### src/hw/rtl/tae_pkg.sv
package tae_pkg;

    localparam int REGISTER_COUNT = 16;
    localparam int REG_AW = $clog2(REGISTER_COUNT);

    localparam logic [3:0] MODE_ADD = 4'd0;
    localparam logic [3:0] MODE_ADC = 4'd1;
    localparam logic [3:0] MODE_AND = 4'd2;
    localparam logic [3:0] MODE_EOR = 4'd3;
    localparam logic [3:0] MODE_ORR = 4'd4;
    localparam logic [3:0] MODE_BIC = 4'd5;
    localparam logic [3:0] MODE_CMP = 4'd6;
    localparam logic [3:0] MODE_CMN = 4'd7;
    localparam logic [3:0] MODE_MOV = 4'd8;
    localparam logic [3:0] MODE_B   = 4'd9;

    localparam logic [1:0] SRC_REG = 2'd0;
    localparam logic [1:0] SRC_PC  = 2'd1;
    localparam logic [1:0] SRC_SP  = 2'd2;

    localparam logic [REG_AW-1:0] PC_INDEX = REG_AW'(15);
    localparam logic [REG_AW-1:0] SP_INDEX = REG_AW'(13);

    localparam int FLAG_N = 3;
    localparam int FLAG_Z = 2;
    localparam int FLAG_C = 1;
    localparam int FLAG_V = 0;

    typedef struct packed {
        logic [3:0]        mode;
        logic [REG_AW-1:0] dest_reg;
        logic [REG_AW-1:0] first_reg;
        logic [REG_AW-1:0] second_reg;
        logic              use_immediate;
        logic [31:0]       immediate;
        logic [1:0]        first_source;
        logic              set_flags;
        logic              wide;
    } t_in_word;

    typedef struct packed {
        logic [31:0] result_value;
        logic        dest_written;
        logic [3:0]  flags_out;
        logic [31:0] next_pc;
        logic [1:0]  cycles_taken;
    } t_out_word;

endpackage

### src/hw/rtl/tae_if.sv
interface tae_in_if import tae_pkg::*; ();
    logic     valid;
    logic     ready;
    t_in_word data;

    modport source(output valid, output data, input ready);
    modport sink(input valid, input data, output ready);
endinterface

interface tae_out_if import tae_pkg::*; ();
    logic      valid;
    logic      ready;
    t_out_word data;

    modport source(output valid, output data, input ready);
    modport sink(input valid, input data, output ready);
endinterface

### src/hw/rtl/thumb_alu_execute_unit.sv
// An accepted word is registered into stage 1, then its result word into the output register.
// Throughput: one word per cycle while the output is not stalled; operand reads use the
// two read ports of the register memory, issued at accept and registered for stage 1.
// The PC and flags sit in flip-flops, so each word sees the previous one's update.
// Reset: i_rst_n low at a clock edge clears PC, flags, register valid bits and
// all pipeline valids; a register never written reads as zero, except r15, which reads as PC+4.
module thumb_alu_execute_unit import tae_pkg::*; (
    input  logic     i_clk,
    input  logic     i_rst_n,
    tae_in_if.sink   i_in,
    tae_out_if.source o_out
);

    logic [31:0]         r_mem [REGISTER_COUNT];
    logic [31:0]         r_rd_a;
    logic [31:0]         r_rd_b;
    logic [REGISTER_COUNT-1:0] r_valid;

    logic                r_fwd_en;
    logic [REG_AW-1:0]   r_fwd_addr;
    logic [31:0]         r_fwd_data;

    logic                r_s1_valid;
    t_in_word            r_s1;
    logic [REG_AW-1:0]   r_s1_addr_a;

    logic                r_out_valid;
    t_out_word           r_out;

    logic [31:0]         r_pc;
    logic [3:0]          r_flags;

    logic                s1_adv;
    logic                in_acc;
    logic [REG_AW-1:0]   rd_addr_a;

    logic [31:0]         pc4;
    logic [31:0]         a_reg;
    logic [31:0]         b_reg;
    logic [31:0]         op_a;
    logic [31:0]         op_b;
    logic [31:0]         add_b;
    logic                add_cin;
    logic [32:0]         sum;
    logic                add_v;

    logic [31:0]         n_result;
    logic                n_writes;
    logic                n_arith;
    logic                n_logic;
    logic [3:0]          n_flags;
    logic [31:0]         n_pc;
    logic [1:0]          n_cycles;

    assign s1_adv     = r_s1_valid && (!r_out_valid || o_out.ready);
    assign i_in.ready = !r_s1_valid || s1_adv;
    assign in_acc     = i_in.valid && i_in.ready;
    assign rd_addr_a  = (i_in.data.first_source == SRC_SP) ? SP_INDEX : i_in.data.first_reg;

    assign o_out.valid = r_out_valid;
    assign o_out.data  = r_out;

    always_ff @(posedge i_clk) begin
        if (in_acc) begin
            r_rd_a <= r_mem[rd_addr_a];
            r_rd_b <= r_mem[i_in.data.second_reg];
        end
        if (s1_adv && n_writes && r_s1.dest_reg != PC_INDEX) begin
            r_mem[r_s1.dest_reg] <= n_result;
        end
    end

    assign pc4 = r_pc + 32'd4;

    always_comb begin
        if (r_s1_addr_a == PC_INDEX) begin
            a_reg = pc4;
        end else if (r_fwd_en && r_fwd_addr == r_s1_addr_a) begin
            a_reg = r_fwd_data;
        end else if (r_valid[r_s1_addr_a]) begin
            a_reg = r_rd_a;
        end else begin
            a_reg = 32'd0;
        end

        if (r_s1.second_reg == PC_INDEX) begin
            b_reg = pc4;
        end else if (r_fwd_en && r_fwd_addr == r_s1.second_reg) begin
            b_reg = r_fwd_data;
        end else if (r_valid[r_s1.second_reg]) begin
            b_reg = r_rd_b;
        end else begin
            b_reg = 32'd0;
        end

        op_a = (r_s1.first_source == SRC_PC) ? pc4 : a_reg;
        op_b = r_s1.use_immediate ? r_s1.immediate : b_reg;

        case (r_s1.mode)
            MODE_ADC: begin
                add_b   = op_b;
                add_cin = r_flags[FLAG_C];
            end
            MODE_CMP: begin
                add_b   = ~op_b;
                add_cin = 1'b1;
            end
            default: begin
                add_b   = op_b;
                add_cin = 1'b0;
            end
        endcase
        sum   = {1'b0, op_a} + {1'b0, add_b} + {32'd0, add_cin};
        add_v = ~(op_a[31] ^ add_b[31]) & (op_a[31] ^ sum[31]);

        n_result = 32'd0;
        n_writes = 1'b0;
        n_arith  = 1'b0;
        n_logic  = 1'b0;
        n_pc     = r_pc + (r_s1.wide ? 32'd4 : 32'd2);
        n_cycles = 2'd1;
        case (r_s1.mode)
            MODE_ADD, MODE_ADC: begin
                n_result = sum[31:0];
                n_arith  = 1'b1;
                n_writes = 1'b1;
            end
            MODE_CMP, MODE_CMN: begin
                n_result = sum[31:0];
                n_arith  = 1'b1;
            end
            MODE_AND: begin
                n_result = op_a & op_b;
                n_logic  = 1'b1;
                n_writes = 1'b1;
            end
            MODE_EOR: begin
                n_result = op_a ^ op_b;
                n_logic  = 1'b1;
                n_writes = 1'b1;
            end
            MODE_ORR: begin
                n_result = op_a | op_b;
                n_logic  = 1'b1;
                n_writes = 1'b1;
            end
            MODE_BIC: begin
                n_result = op_a & ~op_b;
                n_logic  = 1'b1;
                n_writes = 1'b1;
            end
            MODE_MOV: begin
                n_result = op_b;
                n_logic  = 1'b1;
                n_writes = 1'b1;
            end
            MODE_B: begin
                n_result = pc4 + r_s1.immediate;
                n_pc     = pc4 + r_s1.immediate;
                n_cycles = 2'd2;
            end
            default: begin
            end
        endcase

        if (n_writes && r_s1.dest_reg == PC_INDEX) begin
            n_pc     = n_result;
            n_cycles = 2'd2;
        end

        n_flags = r_flags;
        if ((r_s1.set_flags || n_arith && r_s1.mode != MODE_ADD && r_s1.mode != MODE_ADC)
            && (n_arith || n_logic)) begin
            if (n_arith) begin
                n_flags[FLAG_C] = sum[32];
                n_flags[FLAG_V] = add_v;
            end
            n_flags[FLAG_N] = n_result[31];
            n_flags[FLAG_Z] = (n_result == 32'd0);
        end
    end

    always_ff @(posedge i_clk) begin
        if (!i_rst_n) begin
            r_s1_valid  <= 1'b0;
            r_out_valid <= 1'b0;
            r_valid     <= '0;
            r_fwd_en    <= 1'b0;
            r_pc        <= 32'd0;
            r_flags     <= 4'd0;
        end else begin
            if (in_acc) begin
                r_s1_valid <= 1'b1;
            end else if (s1_adv) begin
                r_s1_valid <= 1'b0;
            end
            if (s1_adv) begin
                r_out_valid <= 1'b1;
            end else if (o_out.ready) begin
                r_out_valid <= 1'b0;
            end
            if (s1_adv) begin
                r_pc    <= n_pc;
                r_flags <= n_flags;
                if (n_writes && r_s1.dest_reg != PC_INDEX) begin
                    r_valid[r_s1.dest_reg] <= 1'b1;
                    r_fwd_en               <= 1'b1;
                end
            end
        end
    end

    always_ff @(posedge i_clk) begin
        if (in_acc) begin
            r_s1        <= i_in.data;
            r_s1_addr_a <= rd_addr_a;
        end
        if (s1_adv) begin
            if (n_writes && r_s1.dest_reg != PC_INDEX) begin
                r_fwd_addr <= r_s1.dest_reg;
                r_fwd_data <= n_result;
            end
            r_out.result_value <= n_result;
            r_out.dest_written <= n_writes;
            r_out.flags_out    <= n_flags;
            r_out.next_pc      <= n_pc;
            r_out.cycles_taken <= n_cycles;
        end
    end

endmodule
### src/flat_wrapper.sv
// flat-port wrapper written by rule: the top's interface ports become plain ports
module thumb_alu_execute_unit_flat import tae_pkg::*;
  (i_clk, i_rst_n, i_in_valid, i_in_data, i_in_ready, o_out_valid, o_out_data, o_out_ready);
  tae_in_if i_in_i ();
  tae_out_if o_out_i ();
  input  logic i_clk;
  input  logic i_rst_n;
  input wire logic [$bits(i_in_i.valid)-1:0] i_in_valid;
  input wire logic [$bits(i_in_i.data)-1:0] i_in_data;
  output wire logic [$bits(i_in_i.ready)-1:0] i_in_ready;
  output wire logic [$bits(o_out_i.valid)-1:0] o_out_valid;
  output wire logic [$bits(o_out_i.data)-1:0] o_out_data;
  input wire logic [$bits(o_out_i.ready)-1:0] o_out_ready;
  assign i_in_i.valid = i_in_valid;
  assign i_in_i.data = i_in_data;
  assign i_in_ready = i_in_i.ready;
  assign o_out_valid = o_out_i.valid;
  assign o_out_data = o_out_i.data;
  assign o_out_i.ready = o_out_ready;
  thumb_alu_execute_unit u_core (.i_clk(i_clk), .i_rst_n(i_rst_n), .i_in(i_in_i), .o_out(o_out_i));
endmodule
### config.mk
export PLATFORM = sky130hd
export DESIGN_NAME = thumb_alu_execute_unit_flat
export DESIGN_NICKNAME = d
export VERILOG_FILES = /design/src/hw/rtl/tae_pkg.sv /design/src/hw/rtl/tae_if.sv /design/src/hw/rtl/thumb_alu_execute_unit.sv /design/src/flat_wrapper.sv
export SDC_FILE = /design/constraint.sdc
export NUM_CORES = 1
export LEC_CHECK = 0
export BUFFER_PORTS_ARGS = -buffer_cell sky130_fd_sc_hd__buf_2
export CAP_MARGIN = 20
export CORE_AREA = 4 4 296 298
export DETAILED_ROUTE_END_ITERATION = 7
export DIE_AREA = 0 0 300 302
export PLACE_DENSITY = 0.69
export SKIP_LAST_GASP = 1
export SYNTH_ARGS = -nofsm -noshare
export SYNTH_HDL_FRONTEND = slang
export SYNTH_SLANG_ARGS = --single-unit
### constraint.sdc
create_clock -name i_clk -period 5.6 [get_ports i_clk]
set_input_delay 0.28 -clock i_clk [delete_from_list [all_inputs] [get_ports i_clk]]
set_output_delay 0.28 -clock i_clk [all_outputs]
set_load 0.05 [all_outputs]
==> results of run 1 <==
cells in the mapped netlist (56+ instances only):
library cell    n
edfxtp_1      736
o211ai_1       62
mux4_2        164
clkbuf_1      192
nand2_1       210
ha_1           97
a21oi_1       159
xor2_1         56
nor2_1        210
o21ai_0       201
o221ai_1      121
inv_1          85
a211oi_1      113
mux2i_1       110
xnor2_1        99
metal layers:
layer / routed length [um] / track usage
met1: 55630 / 0.4183
met3: 14660 / 0.06122
met2: 66990 / 0.5007
met4: 8118 / 0.1570
met5: 0 / 0
cell type report:
type                            instances  area (um^2)  area share
Antenna cell                            1        2.502  0.00005030
Clock buffer                          111         2245     0.04512
Clock inverter                         41        326.6    0.006565
Inverter                               88        337.8    0.006791
Multi-Input combinational cell       2245        18340      0.3687
Sequential cell                       791        23200      0.4664
Tap cell                             1144         1431     0.02877
Timing Repair Buffer                  510         3859     0.07757
logic make-up (layout without fill, tap and decap cells):
group | after synthesis | count (layout) | share of synthesized area
compound gates | 961 | 961 | 0.1579
xor+xnor | 156 | 156 | 0.03249
fa+ha+maj | 101 | 101 | 0.03059
buf+inv | 342 | 750 | 0.03308
flops | 791 | 791 | 0.5486
mux | 282 | 282 | 0.1166
other cells | 1 | 33 | 0.00008867
simple gates | 713 | 713 | 0.08065
state kept, by name, summed over array words and instances (netlist names):
| signal | flops |
|---|---|
| u_core.r_s1_valid | 1 |
| u_core.o_out.data | 71 |
| u_core.r_fwd_addr | 4 |
| u_core.r_fwd_en | 1 |
| u_core.o_out.valid | 1 |
| u_core.r_fwd_data | 32 |
| u_core.r_rd_b | 32 |
| u_core.r_s1_addr_a | 4 |
| u_core.r_rd_a | 32 |
| u_core.r_pc | 32 |
| u_core.r_mem | 512 |
| u_core.r_flags | 4 |
| u_core.r_valid | 16 |
| u_core.r_s1 | 49 |
path summary, 6_finish.rpt:
path	cells after the start	slack [ns]	endpoint	startpoint
max	22	-0.20	u_core.o_out.data[36]	u_core.r_s1_addr_a[2]
min	2	0.11	u_core.r_pc[21]	i_rst_n
max reg2reg	22	-0.20	u_core.o_out.data[36]	u_core.r_s1_addr_a[2]
min reg2reg	2	0.50	u_core.r_flags[0]	u_core.r_flags[0]
power by group through the flow:
stage	registers (mW)	clock network, mW	logic [mW]
final	6.98	5.24	2.63
after global placement	7.09	0	2.46
after global routing	6.98	5.57	2.78
after detailed placement	7.09	0	2.48
after CTS	6.97	5.31	2.54
after floorplan	7.14	0	1.38
timing repair:
action                                 CTS  global route
setup endpoints to repair               60           112
hold buffers                            48             0
endpoints found under the hold margin   47             0
pin swaps                                3            12
resized for setup                       12            34
buffers inserted                        11             6
==> results.tsv, run 1 <==
metric	value	unit
outcome	complete, but fails checks	
violations	setup timing	
antenna_found_initial	3	
layout-drive-gt1-share	0.2274	
synthCells	3347	
worstPathBufferInverterCount	3	
setup_tns	-0.3896	ns
place_ws	-0.2762	ns
slew_violations	0	
row_count	107	
post-dp-hpwl	97130	um
path_clk_slew	0.06	ns
clock-sinks	791	
fin_util	0.5861	
clk_path_buf_depth	3	
port_buffers	129	
cp.arrival	6.31	ns
routed_via_density	6.581	
grt-ovfl-total	0	
ys.flop_type	edfxtp_1	
fin_ws	-0.2034	ns
clock_skew	0.02274	ns
comb_power_share	0.177	
pwr-share-clk	0.353	
switching_power	4.136	mW
post_drt_wl_per_cell	29.49	um
dpl.cell_count	4712	
seqPwrFrac	0.470	
cp-start-kind	flop	
cpMaxStageDelayCell	or4_4	
setup_viol	2	
final_cell_area	49750	um^2
power	14.85	mW
p_int	10.71	mW
die_y	302	um
placed_area	46330	um^2
min_path_type	input port to flop	
async_reset_ff_frac	0	
syn_to_final_growth	17.63	%
routed_wl	145400	um
nNetsFinal	3877	
grt_pass1_vias	31190	
fmax	172.3	MHz
crit_fanout	5	
start_util	0.4982	
netSwitchingFraction	0.2785	
netlist.top_cell.by_area	edfxtp_1	
end_kind	flop	
synth.area.top_cells	edfxtp_1 (52%), mux4_2 (8.7%), ha_1 (2.9%), dfxtp_1 (2.6%), mux2i_1 (2.6%)	
ir_drop	0.2150	mV
h-tree-depth	3	
cp_data_required_time	6.11	ns
drt_pass1_iterations	6	
grt_usage	0.3151	
synth_cell_types	112	
cpLargestDelayFamily	compound AO/OA/AOI/OAI gates	
dieArea	90600	um^2
vias	32450	
syn_area_per_cell	12.64	um^2
worstMarginPinSlew	1.191	ns
stdcell_count	4931	
detail-route-antenna-nets	0	
cap_violations	0	
die_x	300	um
finalHoldViolations	0	
fill_cells	6789	
final_cell_mix	edfxtp_1 (736), buf_4 (314), nand2_1 (210)	
synth_edf_count	736	
grt_setup_unrepaired	yes	
drtIter0Drc	4578	
drc	0	
max_stage_delay	0.56	ns
fin_crit_sh	1.036	
clockRootBuffer	clkbuf_16	
ys_ff_latch	791	
synthesis.area	42290	um^2
fin_crit	5.803	ns
p_leak	17.99	nW
ys_warn_count	0	
hold_slack	0.1100	ns
cts_tree	done	
grt_max_degree	164	
power_density	298.5	nW/um^2
critPathKind	flop to flop	
ios	130	
netlist.area_leader.share	0.5226	
core-area	84880	um^2
synth-seq-area-share	0.5486	
slew_headroom	0.2057	
gp_congestion	1.029	
clock_latency	0.64	ns
cp_cell_sequence	buf_6 -> mux4_2 -> mux4_2 -> o21a_4 -> a221o_1 -> o21ai_2 -> fa_2 -> inv_2 -> fa_2 -> a21o_1 -> a311o_1 -> a211oi_2 -> a21oi_2 -> xor2_1 -> a221oi_2 -> o211ai_4 -> or4_4 -> nor4_4 -> buf_4 -> nand4b_1 -> nor4_2 -> a21o_1	
grt_pass1_wl	209500	um
cts_made_buffers	83	
final_common_cell	edfxtp_1	
Power figures use the tool's default switching activity.
==> run 2, diff against run 1 <==
--- a/config.mk
+++ b/config.mk
@@ -5,11 +5,12 @@
 export SDC_FILE = /design/constraint.sdc
 export NUM_CORES = 1
 export LEC_CHECK = 0
+export ABC_AREA = 1
 export BUFFER_PORTS_ARGS = -buffer_cell sky130_fd_sc_hd__buf_2
 export CAP_MARGIN = 20
-export CORE_AREA = 4 4 296 298
+export CORE_AREA = 4 4 305 307
 export DETAILED_ROUTE_END_ITERATION = 7
-export DIE_AREA = 0 0 300 302
+export DIE_AREA = 0 0 309 311
 export PLACE_DENSITY = 0.69
 export SKIP_LAST_GASP = 1
 export SYNTH_ARGS = -nofsm -noshare
==> run 2 against run 1 <==
Effect of this change:
- the flow now finishes without violations
- via count increased by 25%
- largest cell class unchanged
- sequential cell count unchanged
- global-route usage increased by 3.0 points
- critical endpoint is now u_core.r_pc[29]
- clock power grew 7.1%
- die area is 6.1% higher
- first-iteration DRC count up 25%
- sequential share of layout area down 0.78 points
- register-to-register slack improved by 0.38 ns
- maximum frequency is 7.0% higher
- worst hold slack worse by 0.050 ns
==> results.tsv, run 2 <==
metric	value	unit	change
setup_tns	0	ns	was -0.3896 ns
clock_skew	0.04345	ns	was 0.02274 ns
met2_usage	0.5366		was 0.5007
gp_congestion	1.047		was 1.029
worstPathBufferInverterCount	5		was 3
grt_setup_unrepaired	no		was yes
cp.arrival	5.97	ns	was 6.31 ns
hold-path-endpoint	u_core.r_s1[39]		was u_core.r_pc[21]
path_clk_slew	0.07	ns	was 0.06 ns
grt_use_met3	0.06949		was 0.06122
post_drt_wl_per_cell	26.10	um	was 29.49 um
drt_pass1_iterations	7		was 6
layout-drive-gt1-share	0.1042		was 0.2274
fin_crit_sh	0.9687		was 1.036
h-tree-depth	3		unchanged
slew_headroom	0.1940		was 0.2057
detail-route-antenna-nets	0		unchanged
end_kind	flop		unchanged
grt-ovfl-total	0		unchanged
final_common_cell	nand2_1		was edfxtp_1
routed_via_density	6.182		was 6.581
busiest_layer	met2		unchanged
syn_to_final_growth	12.55	%	was 17.63%
worstMarginPinSlew	1.209	ns	was 1.191 ns
fmax	184.3	MHz	was 172.3 MHz
critPathKind	flop to flop		unchanged
routed_wl	170800	um	was 145400 um
max_stage_delay	0.51	ns	was 0.56 ns
syn_area_per_cell	8.732	um^2	was 12.64 um^2
r2r-end	u_core.r_pc[29]		was u_core.o_out.data[36]
ys_warn_count	0		unchanged
finalHoldViolations	0		unchanged
clk_path_buf_depth	3		unchanged
antenna_found_initial	13		was 3
cap_violations	0		unchanged
ir_drop	0.2132	mV	was 0.2150 mV
power_density	306.9	nW/um^2	was 298.5 nW/um^2
post-dp-hpwl	114300	um	was 97130 um
ff2ff_setup_slack	0.18	ns	was -0.20 ns
nNetsFinal	5453		was 3877
crit_fanout	31		was 5
clock-sinks	791		unchanged
fin_crit	5.425	ns	was 5.803 ns
grtUsageMet1	0.4461		was 0.4183
ys_ff_latch	791		unchanged
synthTopCellsByCount	nand2_1 (825), o21ai_0 (803), edfxtp_1 (736)		was edfxtp_1 (736), nand2_1 (210), nor2_1 (210)
final_cell_mix	nand2_1 (823), o21ai_0 (802), edfxtp_1 (736)		was edfxtp_1 (736), buf_4 (314), nand2_1 (210)
largest_reg_flops	512		unchanged
dpl.cell_count	6333		was 4712
async_reset_ff_frac	0		unchanged
drc	0		unchanged
port_buffers	129		unchanged
synth_cell_types	64		was 112
synth.area.top_cells	edfxtp_1 (49%), o21ai_0 (8.9%), nand2_1 (6.9%), nor2_1 (4.5%), a21oi_1 (4.3%)		was edfxtp_1 (52%), mux4_2 (8.7%), ha_1 (2.9%), dfxtp_1 (2.6%), mux2i_1 (2.6%)
row_count	110		was 107
hold_start	i_in_data[39]		was i_rst_n
dieArea	96100	um^2	was 90600 um^2
cp_data_required_time	6.14	ns	was 6.11 ns
rr_startpoint	u_core.r_s1[37]		was u_core.r_s1_addr_a[2]
outcome	finished, final reports clean		was complete, but fails checks
synth-seq-area-share	0.5162		was 0.5486
regMostFlops	u_core.r_mem		unchanged
slew_violations	0		unchanged
startpoint	u_core.r_s1[37]		was u_core.r_s1_addr_a[2]
ios	130		unchanged
power	15.52	mW	was 14.85 mW
clock_latency	0.68	ns	was 0.64 ns
synthCells	5148		was 3347
drtIter0Drc	5705		was 4578
synthesis.area	44950	um^2	was 42290 um^2
min_path_type	input port to flop		unchanged
netlist.top_cell.by_area	edfxtp_1		unchanged
die_y	311	um	was 302 um
synth_edf_count	736		unchanged
cpLargestDelayFamily	simple AND/OR/NAND/NOR gates		was compound AO/OA/AOI/OAI gates
synth_most_common_cell	nand2_1		was edfxtp_1
core-area	90010	um^2	was 84880 um^2
cp-start-kind	flop		unchanged
grt_max_degree	205		was 164
netlist.area_leader.share	0.4917		was 0.5226
cts_made_buffers	85		was 83
grt_usage	0.3448		was 0.3151
setup_viol	0		was 2
cpMaxStageDelayCell	edfxtp_1		was or4_4
hold-path-cell-count	1		was 2
cpMostUsedCell	nand2_1		
p_leak	20.24	nW	was 17.99 nW
ys.flop_type	edfxtp_1		unchanged
start_util	0.4994		was 0.4982
clockRootBuffer	clkbuf_16		unchanged
grt_pass1_wl	245600	um	was 209500 um
grt_pass1_vias	37680		was 31190
stdcell_count	6544		was 4931
die_x	309	um	was 300 um
vias	40460		was 32450
ff2ff_path_depth	29		was 22
cts_tree	done		unchanged
run 2: cell type report:
class,instances,area (um^2)
Fill cell,7984,39420
Sequential cell,791,23200
Multi-Input combinational cell,3585,18940
Clock buffer,112,2312
Timing Repair Buffer,308,2216
Inverter,524,1982
Tap cell,1176,1471
Clock inverter,45,454.2
Antenna cell,3,7.507
run 2: stage by stage:
step | worst slack (ns) | hold WS, ns | util | cell area, um^2
after floorplan | 1.106 | 0.3789 | - | 45070
after CTS | 0.3415 | 0.01885 | 0.5616 | 50550
final | 0.1752 | 0.06029 | 0.5620 | 50590
after detailed placement | 0.3966 | 0.4514 | 0.5256 | 47310
after global placement | 0.3519 | 0.4483 | 0.5256 | 47310
after global routing | 0.01293 | 0.02921 | 0.5620 | 50580
run 2: timing repair:
action / 4_1_cts / 5_1_grt
resized for setup: 0 / 3
setup endpoints to repair: 0 / 7
hold endpoints to repair: 56 / 0
hold buffers: 48 / 0
buffers inserted: 0 / 3
run 2: worst max path at each step:
| stage | endpoint | cells after the start |
|---|---|---|
| CTS | u_core.r_pc[29] | 27 |
| detailed placement | u_core.r_pc[29] | 27 |
| global route | u_core.r_flags[2] | 31 |
| global placement | u_core.r_pc[29] | 27 |
| floorplan | u_core.r_flags[2] | 31 |
| finish | u_core.r_pc[29] | 29 |
run 2: layer usage:
layer | wire (um) | share of wire
met1 | 63800 | 0.37
met2 | 75770 | 0.44
met3 | 18770 | 0.11
met4 | 12380 | 0.073
met5 | 48 | 0.00028
run 2: cell families (layout without fill, tap and decap cells):
logic type               count (synthesis)  in the layout  share of synthesized area
other                                    1             35                 0.00008342
XOR/XNOR                                54             54                    0.01102
buffers and inverters                  803            989                    0.06861
multiplexers                           114            114                    0.02539
adder cells (fa/ha/maj)                101            101                    0.02878
flip-flops                             791            791                     0.5162
AO/OA/AOI/OAI                         1485           1485                     0.1794
AND/OR/NAND/NOR                       1799           1799                     0.1706
run 2: worst reg2reg max path: cells and delay by family (launching register included):
family	cells	cell delay, ns
compound gates	5	1.00
simple gates	17	2.49
flops	1	0.51
xor+xnor	1	0.19
fa+ha+maj	1	0.37
buf+inv	5	0.75
run 2: report_power, final:
| part | internal, mW | switching [mW] |
|---|---|---|
| Combinational | 0.767 | 2.14 |
| Sequential | 6.86 | 0.140 |
| Clock | 3.17 | 2.44 |
| Total | 10.8 | 4.72 |
